**src/design/assert_macros.svh**
```systemverilog
// Assertion macros used by the top-level design file.
// Depends on a clock named clk and a reset named rst in the using scope.
`ifndef ASSERT_MACROS_SVH
`define ASSERT_MACROS_SVH
// same-cycle implication
`define CPCC_ASSERT_NOW(lbl, ante, cons) \
  lbl: assert property (@(posedge clk) disable iff (rst) (ante) |-> (cons)) \
    else $error("same-cycle check failed");
// next-cycle implication
`define CPCC_ASSERT_NEXT(lbl, ante, cons) \
  lbl: assert property (@(posedge clk) disable iff (rst) (ante) |=> (cons)) \
    else $error("next-cycle check failed");
`endif

```
**src/design/cpcc_pkg.sv**
```systemverilog
// Package for the cluster pair co-occurrence counter.
// Holds sizes, request and result types, codes and helper functions; no dependencies.
package cpcc_pkg;
  localparam int AXES         = 4;
  localparam int MAX_CLUSTERS = 16;
  localparam int CL_W         = $clog2(MAX_CLUSTERS);
  localparam int NUM_W        = CL_W + 1;
  localparam int SAMPLE_WIDTH = 16;
  localparam int COUNT_WIDTH  = 32;
  localparam int EDGES        = AXES - 1;
  localparam int BANK_AW      = 2 * CL_W;
  localparam int BANK_DEPTH   = 1 << BANK_AW;

  typedef enum logic [1:0] {
    OP_COUNT = 2'd0,
    OP_LOAD  = 2'd1,
    OP_READ  = 2'd2,
    OP_CLEAR = 2'd3
  } op_t;

  typedef enum logic [2:0] {
    REG_AXIS_COUNT = 3'd0,
    REG_AXIS_ORDER = 3'd1,
    REG_CLUSTERS0  = 3'd2,
    REG_CLUSTERS1  = 3'd3,
    REG_CLUSTERS2  = 3'd4,
    REG_CLUSTERS3  = 3'd5
  } reg_idx_t;

  typedef enum logic [2:0] {
    S_IDLE,
    S_BIN,
    S_RD,
    S_UPD,
    S_LOOK,
    S_LOOK_DATA,
    S_CLR,
    S_DONE
  } state_t;

  typedef struct packed {
    op_t                       operation;
    logic [1:0]                axis;
    logic [3:0]                cluster_a;
    logic [3:0]                cluster_b;
    logic signed [15:0]        boundary;
    logic signed [15:0]        sample_0;
    logic signed [15:0]        sample_1;
    logic signed [15:0]        sample_2;
    logic signed [15:0]        sample_3;
  } request_t;

  typedef struct packed {
    logic [31:0] edge_count;
    logic        status;
  } result_t;

  typedef struct packed {
    logic               en;
    logic [BANK_AW-1:0] addr;
  } edge_req_t;

  typedef logic [AXES-1:0][CL_W-1:0] cls_vec_t;

  function automatic logic [NUM_W-1:0] clamp_clusters(input logic [4:0] raw);
    logic [NUM_W-1:0] n;
    n = raw;
    if (raw == 5'd0) n = NUM_W'(1);
    else if (raw > 5'(MAX_CLUSTERS)) n = NUM_W'(MAX_CLUSTERS);
    return n;
  endfunction

  function automatic logic [2:0] active_axes(input logic [2:0] raw);
    logic [2:0] a;
    a = raw;
    if (raw < 3'd2) a = 3'd2;
    else if (raw > 3'(AXES)) a = 3'(AXES);
    return a;
  endfunction
endpackage

```
**src/design/cpcc_bin_lane.sv**
```systemverilog
// One binning lane: boundary registers of one component and a comparator row.
// Depends on cpcc_pkg.
module cpcc_bin_lane (
  input  logic                                  clk,
  input  logic                                  load_en,
  input  logic [cpcc_pkg::CL_W-1:0]             load_idx,
  input  logic signed [cpcc_pkg::SAMPLE_WIDTH-1:0] load_val,
  input  logic signed [cpcc_pkg::SAMPLE_WIDTH-1:0] sample,
  input  logic [cpcc_pkg::NUM_W-1:0]            num,
  input  logic                                  capture,
  output logic [cpcc_pkg::CL_W-1:0]             cls
);
  logic signed [cpcc_pkg::SAMPLE_WIDTH-1:0] bnd [cpcc_pkg::MAX_CLUSTERS];
  logic [cpcc_pkg::MAX_CLUSTERS-1:0] hit;
  logic [cpcc_pkg::CL_W-1:0]         pick;
  logic [cpcc_pkg::CL_W-1:0]         cls_next;

  always_ff @(posedge clk) begin
    if (load_en) begin
      bnd[load_idx] <= load_val;
    end
  end

  always_comb begin
    pick = '0;
    for (int k = 0; k < cpcc_pkg::MAX_CLUSTERS; k++) begin
      hit[k] = (cpcc_pkg::NUM_W'(k) < num) && (sample <= bnd[k]);
    end
    for (int k = cpcc_pkg::MAX_CLUSTERS - 1; k >= 0; k--) begin
      if (hit[k]) pick = cpcc_pkg::CL_W'(k);
    end
    cls_next = (|hit) ? pick : cpcc_pkg::CL_W'(num - cpcc_pkg::NUM_W'(1));
  end

  always_ff @(posedge clk) begin
    if (capture) begin
      cls <= cls_next;
    end
  end
endmodule

```
**config.mk**
```make
export PLATFORM = sky130hd
export DESIGN_NAME = cpcc_bin_lane
export DESIGN_NICKNAME = d
export VERILOG_FILES = /design/src/design/assert_macros.svh /design/src/design/cpcc_pkg.sv /design/src/design/cpcc_bin_lane.sv
export SDC_FILE = /design/constraint.sdc
export NUM_CORES = 1
export LEC_CHECK = 0
export BUFFER_PORTS_ARGS = -buffer_cell sky130_fd_sc_hd__buf_2
export CAP_MARGIN = 20
export CORE_UTILIZATION = 45
export DETAILED_ROUTE_END_ITERATION = 16
export PLACE_DENSITY = 0.73
export SLEW_MARGIN = 15
export SYNTH_ARGS = -nofsm -noshare
export SYNTH_HDL_FRONTEND = slang
export SYNTH_SLANG_ARGS = --single-unit
```
**constraint.sdc**
```tcl
create_clock -name clk -period 2.6 [get_ports clk]
set_clock_uncertainty 0.05 [all_clocks]
set_input_delay 0.13 -clock clk [delete_from_list [all_inputs] [get_ports clk]]
set_output_delay 0.13 -clock clk [all_outputs]
set_load 0.01 [all_outputs]
```
# Word-level counts from Yosys, hierarchy flattened

Memories as Yosys holds them, arrays and structs flattened.
Cells that the tools add are included.

Bits in registers: 4
Bits in latches: 0
RAM bits: 256
ROM bits: 0
Input bits: 44
Output and inout bits: 4
Logic and storage cells: 71
Memories: 1

Add/sub/neg operators: 1
$mul: 0
Div/mod/pow operators: 0
$lt $le $gt $ge: 32
Equal/unequal tests: 0
Shift operators: 0
Multiplexer cells: 19
Bitwise logic cells: 0
Reductions and logical operators: 17

Memories:

| name | depth | bits a word | read ports | clocked after Yosys merged registers in | wr ports | RTL line            | RTL |
|---|---|---|---|---|---|---|---|
| bnd  | 16    | 16          | 16         | 0                                       | 1        | cpcc_bin_lane.sv:13 | `logic signed [cpcc_pkg::SAMPLE_WIDTH-1:0] bnd [cpcc_pkg::MAX_CLUSTERS];` |

Operator list:

| cell                                                                 | count |
|---|---|
| 16-bit less-or-equal comparator                                      | 16 |
| 4-bit two-way mux                                                    | 17 |
| 4-bit by 5-bit < comparator with 1-bit output (first input constant) | 8 |
| 3-bit by 5-bit < comparator with 1-bit output (first input constant) | 4 |
| 1-bit logical AND                                                    | 16 |
| 16-bit OR reduction                                                  | 1 |
| 1-bit by 5-bit < comparator with 1-bit output (first input constant) | 2 |
| 2-bit by 5-bit < comparator with 1-bit output (first input constant) | 2 |
| 4-bit by 1-bit subtractor with 4-bit output (second input constant)  | 1 |
| 1-bit two-way mux                                                    | 2 |

# Longest topological paths before layout

Depth after elaboration: 19
Gate-level depth with buffers: 12

# Least setup slack after synthesis

Ideal clock, no wire load.

Path type: flip-flop to flip-flop
Start point: mem bnd[14][5] (netlist bit)
End point: reg cls[1] (netlist bit), data pin
Setup time: 170 ps
Data arrival time: 2407 ps
Data required time: 2380 ps
Path slack: -27 ps
Stages on the path, launching flop included: 13
Path buffers: 0
Clock period less this slack: 2627 ps
Path through: edfxtp_1 -> inv_1 -> ha_1 -> a211oi_1 -> nor2_1 -> o41ai_1 -> a31oi_4 -> nor3_1 -> a21oi_2 -> or2_1 -> a21oi_1 -> o21ai_0 -> a311oi_2

RTL lines:

| what                   | RTL line            | RTL |
|---|---|---|
| start: declaration     | cpcc_bin_lane.sv:13 |  |
| end signal: assignment | cpcc_bin_lane.sv:37 | `cls <= cls_next;` |
| end: declaration       | cpcc_bin_lane.sv:11 | `output logic [cpcc_pkg::CL_W-1:0] cls` |

==> reports/results.tsv <==
stage	metric	value	unit
status	status	finished with violations	
status	violations	negative setup slack	
worst_setup_path	start_kind	flip-flop	
global_routing	grt_pass1_vias	10950	
synth	yosys_warnings	0	
timing	rsz0062_at_grt	yes	
global_routing	grt_remaining_overflow	0	
timing	period_share	110.1	%
global_routing	track_usage	24.28	%
worst_setup_path	endpoint_kind	flip-flop	
drt	avgViaCountPerCell	5.367	
synth	synth_mux_area_share	0.2675	%
die	fp.dieW	184.4	µm
drt	vias	10580	
global_routing	grt_pass1_wl	60.82	mm
worst_setup_path	path_cells	inv_1 -> ha_1 -> nand4_1 -> o32ai_2 -> nor2_1 -> o211ai_1 -> a21o_1 -> and2_1 -> nand4b_1 -> or3b_1 -> a311oi_2	
place	dpl-instance-area	17010	µm²
timing	period_needed	2862	ps
synth	syn_inst	1268	
drt	drc	0	
drt	drt-pass1-iter-count	5	
clock_network	cts_buffer_depth	3	
place	numPortBuffers	47	
synth	yosysMostFrequentCell	inv_1	
drt	wirelength	40.41	mm
synth	synth-adder-area-share	21.49	%
synth	async_flop_share	0	%
worst_setup_path	path_buf_inv	1	
finish	fillers	2686	
finish	antenna_cells	0	
synth	synth-simple-area-share	8.745	%
finish	final_core_util	56.73	%
die	initial_core_util	45.88	%
finish	drive_above_1_share	22.04	%
clock_network	path_clk_slew	60	ps
die	io_pins	48	
timing	setup_tns	-754.5	ps
drt	postRouteAntennaNets	0	
timing	tightest_slew	672.4	ps
finish	fin_nets	1808	
synth	syn-num-nets	1569	
timing	setup_viol	4	
drt	drtIter0Drc	782	
place	place_hpwl	29.67	mm
synth	netlist.area_leader.share	52.17	%
timing	fin_ws	-261.7	ps
clock_network	cts_root_buf	clkbuf_16	
power_and_ir_drop	peakVddDrop	0.5334	mV
die	row_count	66	
worst_setup_path	arrival	3190	ps
worst_setup_path	cp_slowest_cell	or3b_1	
worst_setup_path	critPathMaxStageDelay	410	ps
synth	synth_xor_area_share	0.1170	%
clock_network	clkLatencyLatePin	550	ps
hold_path	hp-class	input pin to flip-flop	
worst_setup_path	path_delay_family	simple AND/OR/NAND/NOR gates	
synth	synth_area_per_cell	11.80	µm²
synth	synth_top_family_by_area	adder cells	
synth	ys_seq_elements	260	
synth	synth_cell_types	67	
clock_network	cts.sinks	260	
clock_network	cts_buffers	29	
die	die_y	184.4	µm
worst_setup_path	critPathKind	flip-flop to flip-flop	
place	gp_congestion	1.017	
global_routing	grt_start_max_net_pins	17	
clock_network	cts_tree	built	
synth	synth_edf_count	260	
power_and_ir_drop	power.density	561.6	nW/µm²
global_routing	antenna_found_initial	0	
synth	synth_top_area_cell	edfxtp_1	
synth	seq_area_frac_synth	52.17	%
die	die_area	33990	µm²
worst_setup_path	crit_required	2930	ps
synth	synth_compound_area_share	10.48	%
flow_run	drv_cap	0	
die	coreArea	32620	µm²
timing	hold_viol_final	0	
finish	stdcell_area	18510	µm²
synth	synth_area_leaders	edfxtp_1 52%, ha_1 21%, inv_1 6.6%	
worst_setup_path	worstPathMaxFanout	3	
synth	synthTopCellsByCount	262 x inv_1, 260 x edfxtp_1, 257 x ha_1	
synth	syn-cell-area	14970	µm²
timing	fmaxAchievable	349.4	MHz
synth	synth_ff_type	edfxtp_1	
timing	slew_violations	0	
clock_network	htreeDepth	1	
power_and_ir_drop	power.leakage	8.259	nW
finish	areaGrowthSynthToFinish	23.65	%
drt	post_drt_wl_per_cell	20.50	µm
timing	slew-limit-headroom	54.01	%
-- logic make-up (layout without fill, tap and decap cells) --
group / count (synthesis) / in the layout
AO/OA/AOI/OAI: 231 / 231
XOR/XNOR: 2 / 2
adder cells (fa/ha/maj): 257 / 257
buffers and inverters: 267 / 528
flip-flops: 260 / 260
multiplexers: 4 / 4
AND/OR/NAND/NOR: 247 / 247
-- power by group --
part	internal (mW)	switching (mW)	total, mW
logic	0.560	0.774	1.33
registers	4.71	0.0243	4.73
clock network	2.62	1.70	4.33
-- stage by stage --
stage / std cells / setup WS (ps) / power, mW / hold WS [ps]
after floorplan: 1268 / 6.655 / 5.404 / 178.9
after global routing: 1971 / -383.8 / 10.74 / 5.023
after CTS: 1971 / -171.2 / 10.39 / 2.033
final: 1971 / -261.7 / 10.39 / 6.049
after detailed placement: 1909 / -637.9 / 6.042 / 391.2
after global placement: 1909 / -619.5 / 6.002 / 377.9
-- final cells by class --
class	instances	area, µm²	share of cell area (%)
sequential	260	7807	42.19
multi-input combinational	741	6598	35.65
timing repair buffer	213	1564	8.452
tap	442	553.0	2.989
clock buffer	30	729.5	3.942
clock inverter	23	266.5	1.440
inverter	262	987.2	5.335
-- flip-flops by register name, summed over array words and instances (netlist names) --
register,count
bnd,256
cls,4
-- layer usage --
| layer | GRT usage, % | up-vias | routed length (µm) |
|---|---|---|---|
| li1 | - | 5101 | - |
| met1 | 30.61 | 5097 | 16990 |
| met2 | 42.70 | 291 | 19980 |
| met3 | 2.588 | 90 | 1897 |
| met4 | 9.333 | 0 | 1549 |
| met5 | 0 | - | 0 |
-- path summary, 6_finish.rpt --
path                              start  slack, ps              endpoint  cells past startpoint
setup / recovery  bnd[11][10]$_DFFE_PP_       -260      cls[1]$_DFFE_PP_                     11
setup reg to reg  bnd[11][10]$_DFFE_PP_       -260      cls[1]$_DFFE_PP_                     11
hold / removal             load_val[12]          6  bnd[2][12]$_DFFE_PP_                      1
hold reg to reg    bnd[0][15]$_DFFE_PP_       1080      cls[0]$_DFFE_PP_                      6
-- placed cells by master, fill, tap and decap left out, drive strengths merged, types with 4 or more instances in the layout --
cell,instances
nand2,46
nor2,50
o21bai,4
nand2b,11
mux2i,4
nand3b,5
o21a,9
a31oi,7
o311ai,4
or3,4
buf,205
inv,262
clkinv,15
o211ai,12
nand3,31
a21oi,74
and3,7
a21o,27
edfxtp,260
nand4,35
clkbuf,30
or2,6
dlygate4sd3,8
nor3,18
bufinv,6
a2111oi,8
a211oi,16
nor4,8
nor2b,12
ha,257
o21ai,40
-- repair_timing --
item,in CTS,in global routing
resized for setup,46,29
setup buffers,2,0
hold buffers,8,0
pin swaps,31,10
setup endpoints to repair,4,4
endpoints found under the hold margin,82,0
No activity file was read; power rests on OpenSTA's default activity.
