$ cat src/design/assert_macros.svh
// Assertion macros used by the top-level design file.
// Depends on a clock named clk and a reset named rst in the using scope.
`ifndef ASSERT_MACROS_SVH
`define ASSERT_MACROS_SVH
// same-cycle implication
`define CPCC_ASSERT_NOW(lbl, ante, cons) \
  lbl: assert property (@(posedge clk) disable iff (rst) (ante) |-> (cons)) \
    else $error("same-cycle check failed");
// next-cycle implication
`define CPCC_ASSERT_NEXT(lbl, ante, cons) \
  lbl: assert property (@(posedge clk) disable iff (rst) (ante) |=> (cons)) \
    else $error("next-cycle check failed");
`endif

$ cat src/design/cpcc_pkg.sv
// Package for the cluster pair co-occurrence counter.
// Holds sizes, request and result types, codes and helper functions; no dependencies.
package cpcc_pkg;
  localparam int AXES         = 4;
  localparam int MAX_CLUSTERS = 16;
  localparam int CL_W         = $clog2(MAX_CLUSTERS);
  localparam int NUM_W        = CL_W + 1;
  localparam int SAMPLE_WIDTH = 16;
  localparam int COUNT_WIDTH  = 32;
  localparam int EDGES        = AXES - 1;
  localparam int BANK_AW      = 2 * CL_W;
  localparam int BANK_DEPTH   = 1 << BANK_AW;

  typedef enum logic [1:0] {
    OP_COUNT = 2'd0,
    OP_LOAD  = 2'd1,
    OP_READ  = 2'd2,
    OP_CLEAR = 2'd3
  } op_t;

  typedef enum logic [2:0] {
    REG_AXIS_COUNT = 3'd0,
    REG_AXIS_ORDER = 3'd1,
    REG_CLUSTERS0  = 3'd2,
    REG_CLUSTERS1  = 3'd3,
    REG_CLUSTERS2  = 3'd4,
    REG_CLUSTERS3  = 3'd5
  } reg_idx_t;

  typedef enum logic [2:0] {
    S_IDLE,
    S_BIN,
    S_RD,
    S_UPD,
    S_LOOK,
    S_LOOK_DATA,
    S_CLR,
    S_DONE
  } state_t;

  typedef struct packed {
    op_t                       operation;
    logic [1:0]                axis;
    logic [3:0]                cluster_a;
    logic [3:0]                cluster_b;
    logic signed [15:0]        boundary;
    logic signed [15:0]        sample_0;
    logic signed [15:0]        sample_1;
    logic signed [15:0]        sample_2;
    logic signed [15:0]        sample_3;
  } request_t;

  typedef struct packed {
    logic [31:0] edge_count;
    logic        status;
  } result_t;

  typedef struct packed {
    logic               en;
    logic [BANK_AW-1:0] addr;
  } edge_req_t;

  typedef logic [AXES-1:0][CL_W-1:0] cls_vec_t;

  function automatic logic [NUM_W-1:0] clamp_clusters(input logic [4:0] raw);
    logic [NUM_W-1:0] n;
    n = raw;
    if (raw == 5'd0) n = NUM_W'(1);
    else if (raw > 5'(MAX_CLUSTERS)) n = NUM_W'(MAX_CLUSTERS);
    return n;
  endfunction

  function automatic logic [2:0] active_axes(input logic [2:0] raw);
    logic [2:0] a;
    a = raw;
    if (raw < 3'd2) a = 3'd2;
    else if (raw > 3'(AXES)) a = 3'(AXES);
    return a;
  endfunction
endpackage

$ cat src/design/cpcc_merge.sv
// Merge stage: pairs lane cluster indices along the axis order into bank requests.
// Depends on cpcc_pkg.
module cpcc_merge (
  input  cpcc_pkg::cls_vec_t   cls,
  input  logic [7:0]           axis_order,
  input  logic [2:0]           n_active,
  output cpcc_pkg::edge_req_t  ereq [cpcc_pkg::EDGES]
);
  always_comb begin
    for (int p = 0; p < cpcc_pkg::EDGES; p++) begin
      ereq[p].en   = 3'(p + 1) < n_active;
      ereq[p].addr = {cls[axis_order[2*p +: 2]], cls[axis_order[2*(p+1) +: 2]]};
    end
  end
endmodule

$ cat config.mk
export PLATFORM = sky130hd
export DESIGN_NAME = cpcc_merge
export DESIGN_NICKNAME = d
export VERILOG_FILES = /design/src/design/assert_macros.svh /design/src/design/cpcc_pkg.sv /design/src/design/cpcc_merge.sv
export SDC_FILE = /design/constraint.sdc
export NUM_CORES = 1
export LEC_CHECK = 0
export ABC_CLOCK_PERIOD_IN_PS = 1100
export BUFFER_PORTS_ARGS = -buffer_cell sky130_fd_sc_hd__buf_4
export CAP_MARGIN = 20
export CORE_UTILIZATION = 25
export DETAILED_ROUTE_END_ITERATION = 16
export PLACE_DENSITY_LB_ADDON = 0.05
export SETUP_SLACK_MARGIN = 0.15
export SYNTH_ARGS = -nofsm -noshare
export SYNTH_HDL_FRONTEND = slang
export SYNTH_SLANG_ARGS = --single-unit
$ cat constraint.sdc
create_clock -name vclk -period 1.1
set_input_delay 0.165 -clock vclk [all_inputs]
set_output_delay 0.165 -clock vclk [all_outputs]
set_load 0.05 [all_outputs]
==> Yosys cells after proc, flatten, opt, wreduce, memory -nomap -nowiden <==
Cells that the tools add are included.
{ "word_totals": {"register_bits": 0, "latchBits": 0, "ramBits": 0, "mem_bits_ro": 0, "in_bits": 27, "out_inout_bits": 27, "word_cells": 15, "n_memories": 0} }
{ "op_classes": {"n_addsub": 0, "multipliers": 0, "n_div": 0, "order_cmp": 7, "eq_ne": 0, "shifts": 0, "n_mux": 8, "bitwise_logic": 0, "n_reduce_logical": 0} }
{ "ops": {"columns": ["cell", "n"], "rows": [
  ["binary-select mux 4 bit (select 2 bit)", 4],
  ["two-way mux 4 bit", 4],
  ["less-than comparator 2 x 3 -> 1 bit, second input constant", 4],
  ["less-than comparator 2 x 3 -> 1 bit, first input constant", 2],
  ["less-than comparator 1 x 3 -> 1 bit, first input constant", 1]
]} }

==> Longest topological paths before layout <==
Gate-level depths: netlist of run 1.
{ "depth": {"depth_word": 2, "depth_mapped": 2, "depth_no_buf": 1} }

==> Least setup slack after synthesis of run 1 <==
Ideal clock, no wire load.
{ "synth_timing": {"path_kind": "input -> output", "start": "in axis_order[4]", "end": "out ereq[10] (netlist name)", "t_arrival_ns": 1.261, "t_required_ns": 0.935, "slack_ns": -0.326, "cell_stages": 2, "n_path_buf": 1, "cell_sequence": "mux4_1 -> buf_4"} }
{ "synth_rtl": {"columns": ["item", "line_no", "source"], "rows": [
  ["start: declaration", "cpcc_merge.sv:5", "input logic [7:0] axis_order,"],
  ["end: declaration", "cpcc_merge.sv:7", "output cpcc_pkg::edge_req_t ereq [cpcc_pkg::EDGES]"]
]} }

==> impl_metrics.ini, run 1 <==
[detailed_routing]
drt-initial-drc-count = 9
ant_nets = 0
wirelength_um = 1406
wl_per_cell_um = 14.49
drc = 0
via_count = 496
vias_per_cell = 5.113
drt-pass1-iter-count = 2

[synthesis]
netlist-cell-type-count = 4
syn_inst = 27
synthAdderAreaFrac = 0
synth_compound_area_frac = 0.01496
synth_top_family_by_area = multiplexers
synth_area_per_cell_um2 = 18.58
yosys.area_share.simple = 0.01247
yosysWarnings = 0
synthXorXnorAreaFrac = 0
synth_area_um2 = 501.7
synthMuxAreaShare = 0.8379
synth_seq_area_share = 0
syn_nets = 54

[sta]
rsz0062_at_grt = yes
report.final.hold_viol_count = 0
slew_headroom = 0.9027
postLayoutSetupSlackWorst_ns = -0.06131
tightest_slew_ns = 0.1472
fmax_mhz = 861.1
min_period_over_period = 1.056
finalSetupViolations = 18
drv_slew = 0
finalCriticalPeriod_ns = 1.161

[grt]
antenna_found_initial = 0
grt_max_degree = 5
overflow = 0
grt_pass1_vias = 456
grt_pass1_wl_um = 1959
grt_usage = 0.1255

[job]
maxCapViolations = 0

[placed_design]
io_buffers = 54
dp.cells = 97
gp_congestion = 0.6139

[final_layout]
nFlopsAndLatches = 0
layout_common_cells = buf_4 (25), buf_6 (19), mux4_2 (16)
final_common_cell = buf_4
num_antenna_cells = 0
final_nets = 101
area_growth_pct = 94.76
clock_buffers = 0
post_layout_nonfiller_instances = 97
regArea_um2 = 0
drive_above_1_share = 0.9861

[pwr]
ir_drop_v = 0.0004999
power.leakage_nw = 0.4269
power.density_nw_per_um2 = 886.6
p_total_w = 0.0008663

[setup_path]
crit_required_ns = 0.94
worstSetupPathType = in2out
start_kind = primary input
worstPathMaxFanout = 4
end_kind = output pin
cp_data_arrival_time_ns = 1.00

[floorplan]
core.rowCount = 15
core-area_um2 = 1802
ios = 54
die_h_um = 46.80
die_w_um = 46.80
start_util = 0.2785
dieArea_um2 = 2190

[status]
outcome = complete, but fails checks
failed_checks = negative setup slack

[clocking]
ctsHoldBuffers = 0
postCtsSetupRepairBufs = 0

[hold_path]
hold_path_class = in2out
==> cells by family after synthesis <==
logic type / Yosys count
compound gates: 1
buf+inv: 9
mux: 16
simple gates: 1
==> power by group <==
part           leakage (nW)  switching [W]  internal [W]  total, W
clock                     0              0             0         0
sequential                0              0             0         0
combinational         0.427       0.000492      0.000374  0.000866
==> layer usage <==
layer  part of all wire  global-route usage  up-vias  routed length [µm]
met5                  0                   0        -                   0
met2               0.51              0.2056       40                 721
met1               0.41              0.2010      245                 581
met3              0.073                   0        0                 103
li1                   -                   -      211                   -
met4                  0                   0        0                   0
==> metrics by stage <==
step	worst slack [ns]	setup TNS (ns)	area, µm²	hold WS [ns]	utilization
2_1_floorplan	-0.09811	-0.7849	471.7	0.4971	-
3_3_place_gp	-0.09918	-2.041	810.8	0.6015	0.4500
3_5_place_dp	-0.1050	-2.146	810.8	0.6029	0.4500
4_1_cts	-0.05782	-0.6471	968.4	0.6032	0.5375
5_1_grt	-0.07216	-0.8901	977.2	0.6105	0.5424
6_report	-0.06131	-0.5756	977.2	0.6022	0.5424
==> synth_stat cells, drive strengths merged <==
cell type,number,area (µm²)
mux4,16,420.4
buf,9,67.56
a21o,1,7.510
or2,1,6.260
==> critical path: stages <==
cell,delay [ns]
buf_4,0.12
mux4_2,0.53
buf_8,0.18
==> layout make-up <==
| class | instances | area, µm² |
|---|---|---|
| tap | 25 | 31.28 |
| multi-input combinational | 18 | 374.1 |
| timing repair buffer | 54 | 571.8 |
| fill | 164 | 824.5 |
==> timing repair <==
action | in CTS | in global routing
gates resized for setup | 41 | 2
pin swaps | 0 | 0
endpoints found under the setup margin | 24 | 24
==> worst paths after layout <==
| path | from | endpoint | cells after the start |
|---|---|---|---|
| hold / removal | n_active[2] | ereq[8] | 2 |
| setup / recovery | cls[15] | ereq[12] | 3 |
Note: power is estimated with default switching activity, not from simulation.
==> run 2, diff against run 1 <==
--- a/config.mk
+++ b/config.mk
@@ -5,12 +5,12 @@
 export SDC_FILE = /design/constraint.sdc
 export NUM_CORES = 1
 export LEC_CHECK = 0
-export ABC_CLOCK_PERIOD_IN_PS = 1100
+export ABC_CLOCK_PERIOD_IN_PS = 940
 export BUFFER_PORTS_ARGS = -buffer_cell sky130_fd_sc_hd__buf_4
 export CAP_MARGIN = 20
 export CORE_UTILIZATION = 25
 export DETAILED_ROUTE_END_ITERATION = 16
-export PLACE_DENSITY_LB_ADDON = 0.05
+export PLACE_DENSITY = 0.71
 export SETUP_SLACK_MARGIN = 0.15
 export SYNTH_ARGS = -nofsm -noshare
 export SYNTH_HDL_FRONTEND = slang
==> constraint.sdc (replaced) <==
create_clock -name vclk -period 0.94
set_input_delay 0.141 -clock vclk [all_inputs]
set_output_delay 0.141 -clock vclk [all_outputs]
set_load 0.01 [all_outputs]
==> run 2 against run 1 <==
  * Cell count unchanged
  * Utilization down 0.69 points
  * Sequential share of layout area unchanged
  * Die area did not move
  * Highest routed layer unchanged
  * Worst hold slack got worse by 0.12 ns
  * Largest power group unchanged
  * Total power fell by 28%
  * First-iteration DRC count decreased by 89%
  * Critical path depth unchanged
  * The run still ends with negative setup slack left
  * Non-clock buffer count stayed put
  * Via count down 3.8%
==> impl_metrics.ini, run 2 (synthesis results as in run 1) <==
[final_layout]
regArea_um2 = 0
clock_buffers = 0
drive_above_1_share = 0.9861
final_nets = 101
design_area_um2 = 964.7
post_layout_nonfiller_instances = 97
final_common_cell = buf_6
layout_common_cells = buf_6 (27), buf_4 (23), mux4_2 (16)
nFlopsAndLatches = 0
final_core_util = 0.5354
area_growth_pct = 92.27
num_antenna_cells = 0

[setup_path]
end_kind = output pin
start_kind = primary input
crit_buf_inv = 2
crit_required_ns = 0.80
cp_data_arrival_time_ns = 0.90
crit_cells = 3
max_stage_delay_ns = 0.53
worstPathMaxFanout = 4
crit_family = multiplexers
cp_slowest_cell = mux4_2
worstSetupPathType = in2out
crit_chain = buf_12 > mux4_2 > buf_6
cp-startpoint = axis_order[4]

[sta]
tns_ns = -2.146
tightest_slew_ns = 0.1072
finalCriticalPeriod_ns = 1.045
report.final.hold_viol_count = 0
rsz0062_at_grt = yes
finalSetupViolations = 24
drv_slew = 0
min_period_over_period = 1.112
slew_headroom = 0.9285
fmax_mhz = 956.5
postLayoutSetupSlackWorst_ns = -0.1055

[placed_design]
dp.cells = 97
placed_cell_area_um2 = 810.8
pre_cts_ws_ns = -0.1603
gp_congestion = 0.6930
io_buffers = 54

[detailed_routing]
drt-pass1-iter-count = 4
vias_per_cell = 4.918
drt-initial-drc-count = 1
wirelength_um = 1421
drc = 0
wl_per_cell_um = 14.65
ant_nets = 0
via_count = 477

[status]
outcome = complete, but fails checks
failed_checks = negative setup slack

[floorplan]
die_w_um = 46.80
die_h_um = 46.80
start_util = 0.2785
core.rowCount = 15
core-area_um2 = 1802
ios = 54
dieArea_um2 = 2190

[grt]
grt_max_degree = 5
overflow = 0
antenna_found_initial = 0
grt_usage = 0.1360
grt_pass1_vias = 495
grt_pass1_wl_um = 2139

[pwr]
combPwrFrac = 1.000
switching_power_w = 0.0002163
p_int_w = 0.0004084
power.density_nw_per_um2 = 647.6
clkPwrFrac = 0
swShare = 0.3462
power.leakage_nw = 0.4224
pwr-share-seq = 0
ir_drop_v = 0.0002759

[clocking]
ctsHoldBuffers = 0

[hold_path]
hold_path_depth = 2
hp-start = n_active[2]
hold_path_class = in2out

[job]
maxCapViolations = 0
[run 2: layout make-up]
class | count | area [µm²]
Fill cell | 171 | 837.1
Timing Repair Buffer | 54 | 556.8
Multi-Input combinational cell | 18 | 376.6
Tap cell | 25 | 31.28
[run 2: final timing paths]
check | end | slack [ns]
min | ereq[8] | 0.48
max | ereq[10] | -0.11
[run 2: what timing repair did]
action | in CTS | in global routing
setup endpoints to repair | 25 | 24
resized for setup | 35 | 5
setup buffers | 0 | 0
[run 2: through the flow]
stage	total power (W)	hold WS [ns]
floorplan	0.0002825	0.3738
global placement	0.0005113	0.4743
detailed placement	0.0005196	0.4829
CTS	0.0006159	0.4864
global route	0.0006652	0.4889
finish	0.0006247	0.4840
[run 2: routing by layer]
layer,vias up,GRT usage,part of all wire
li1,212,-,-
met1,231,0.1544,0.33
met2,34,0.2806,0.59
met3,0,0.003846,0.080
met4,0,0.02286,0
met5,-,0,0
[run 2: power groups by stage]
stage | sequential (W) | clock, W | combinational, W
after detailed placement | 0 | 0 | 0.000520
after floorplan | 0 | 0 | 0.000283
final | 0 | 0 | 0.000625
after global placement | 0 | 0 | 0.000511
after global routing | 0 | 0 | 0.000665
after CTS | 0 | 0 | 0.000616
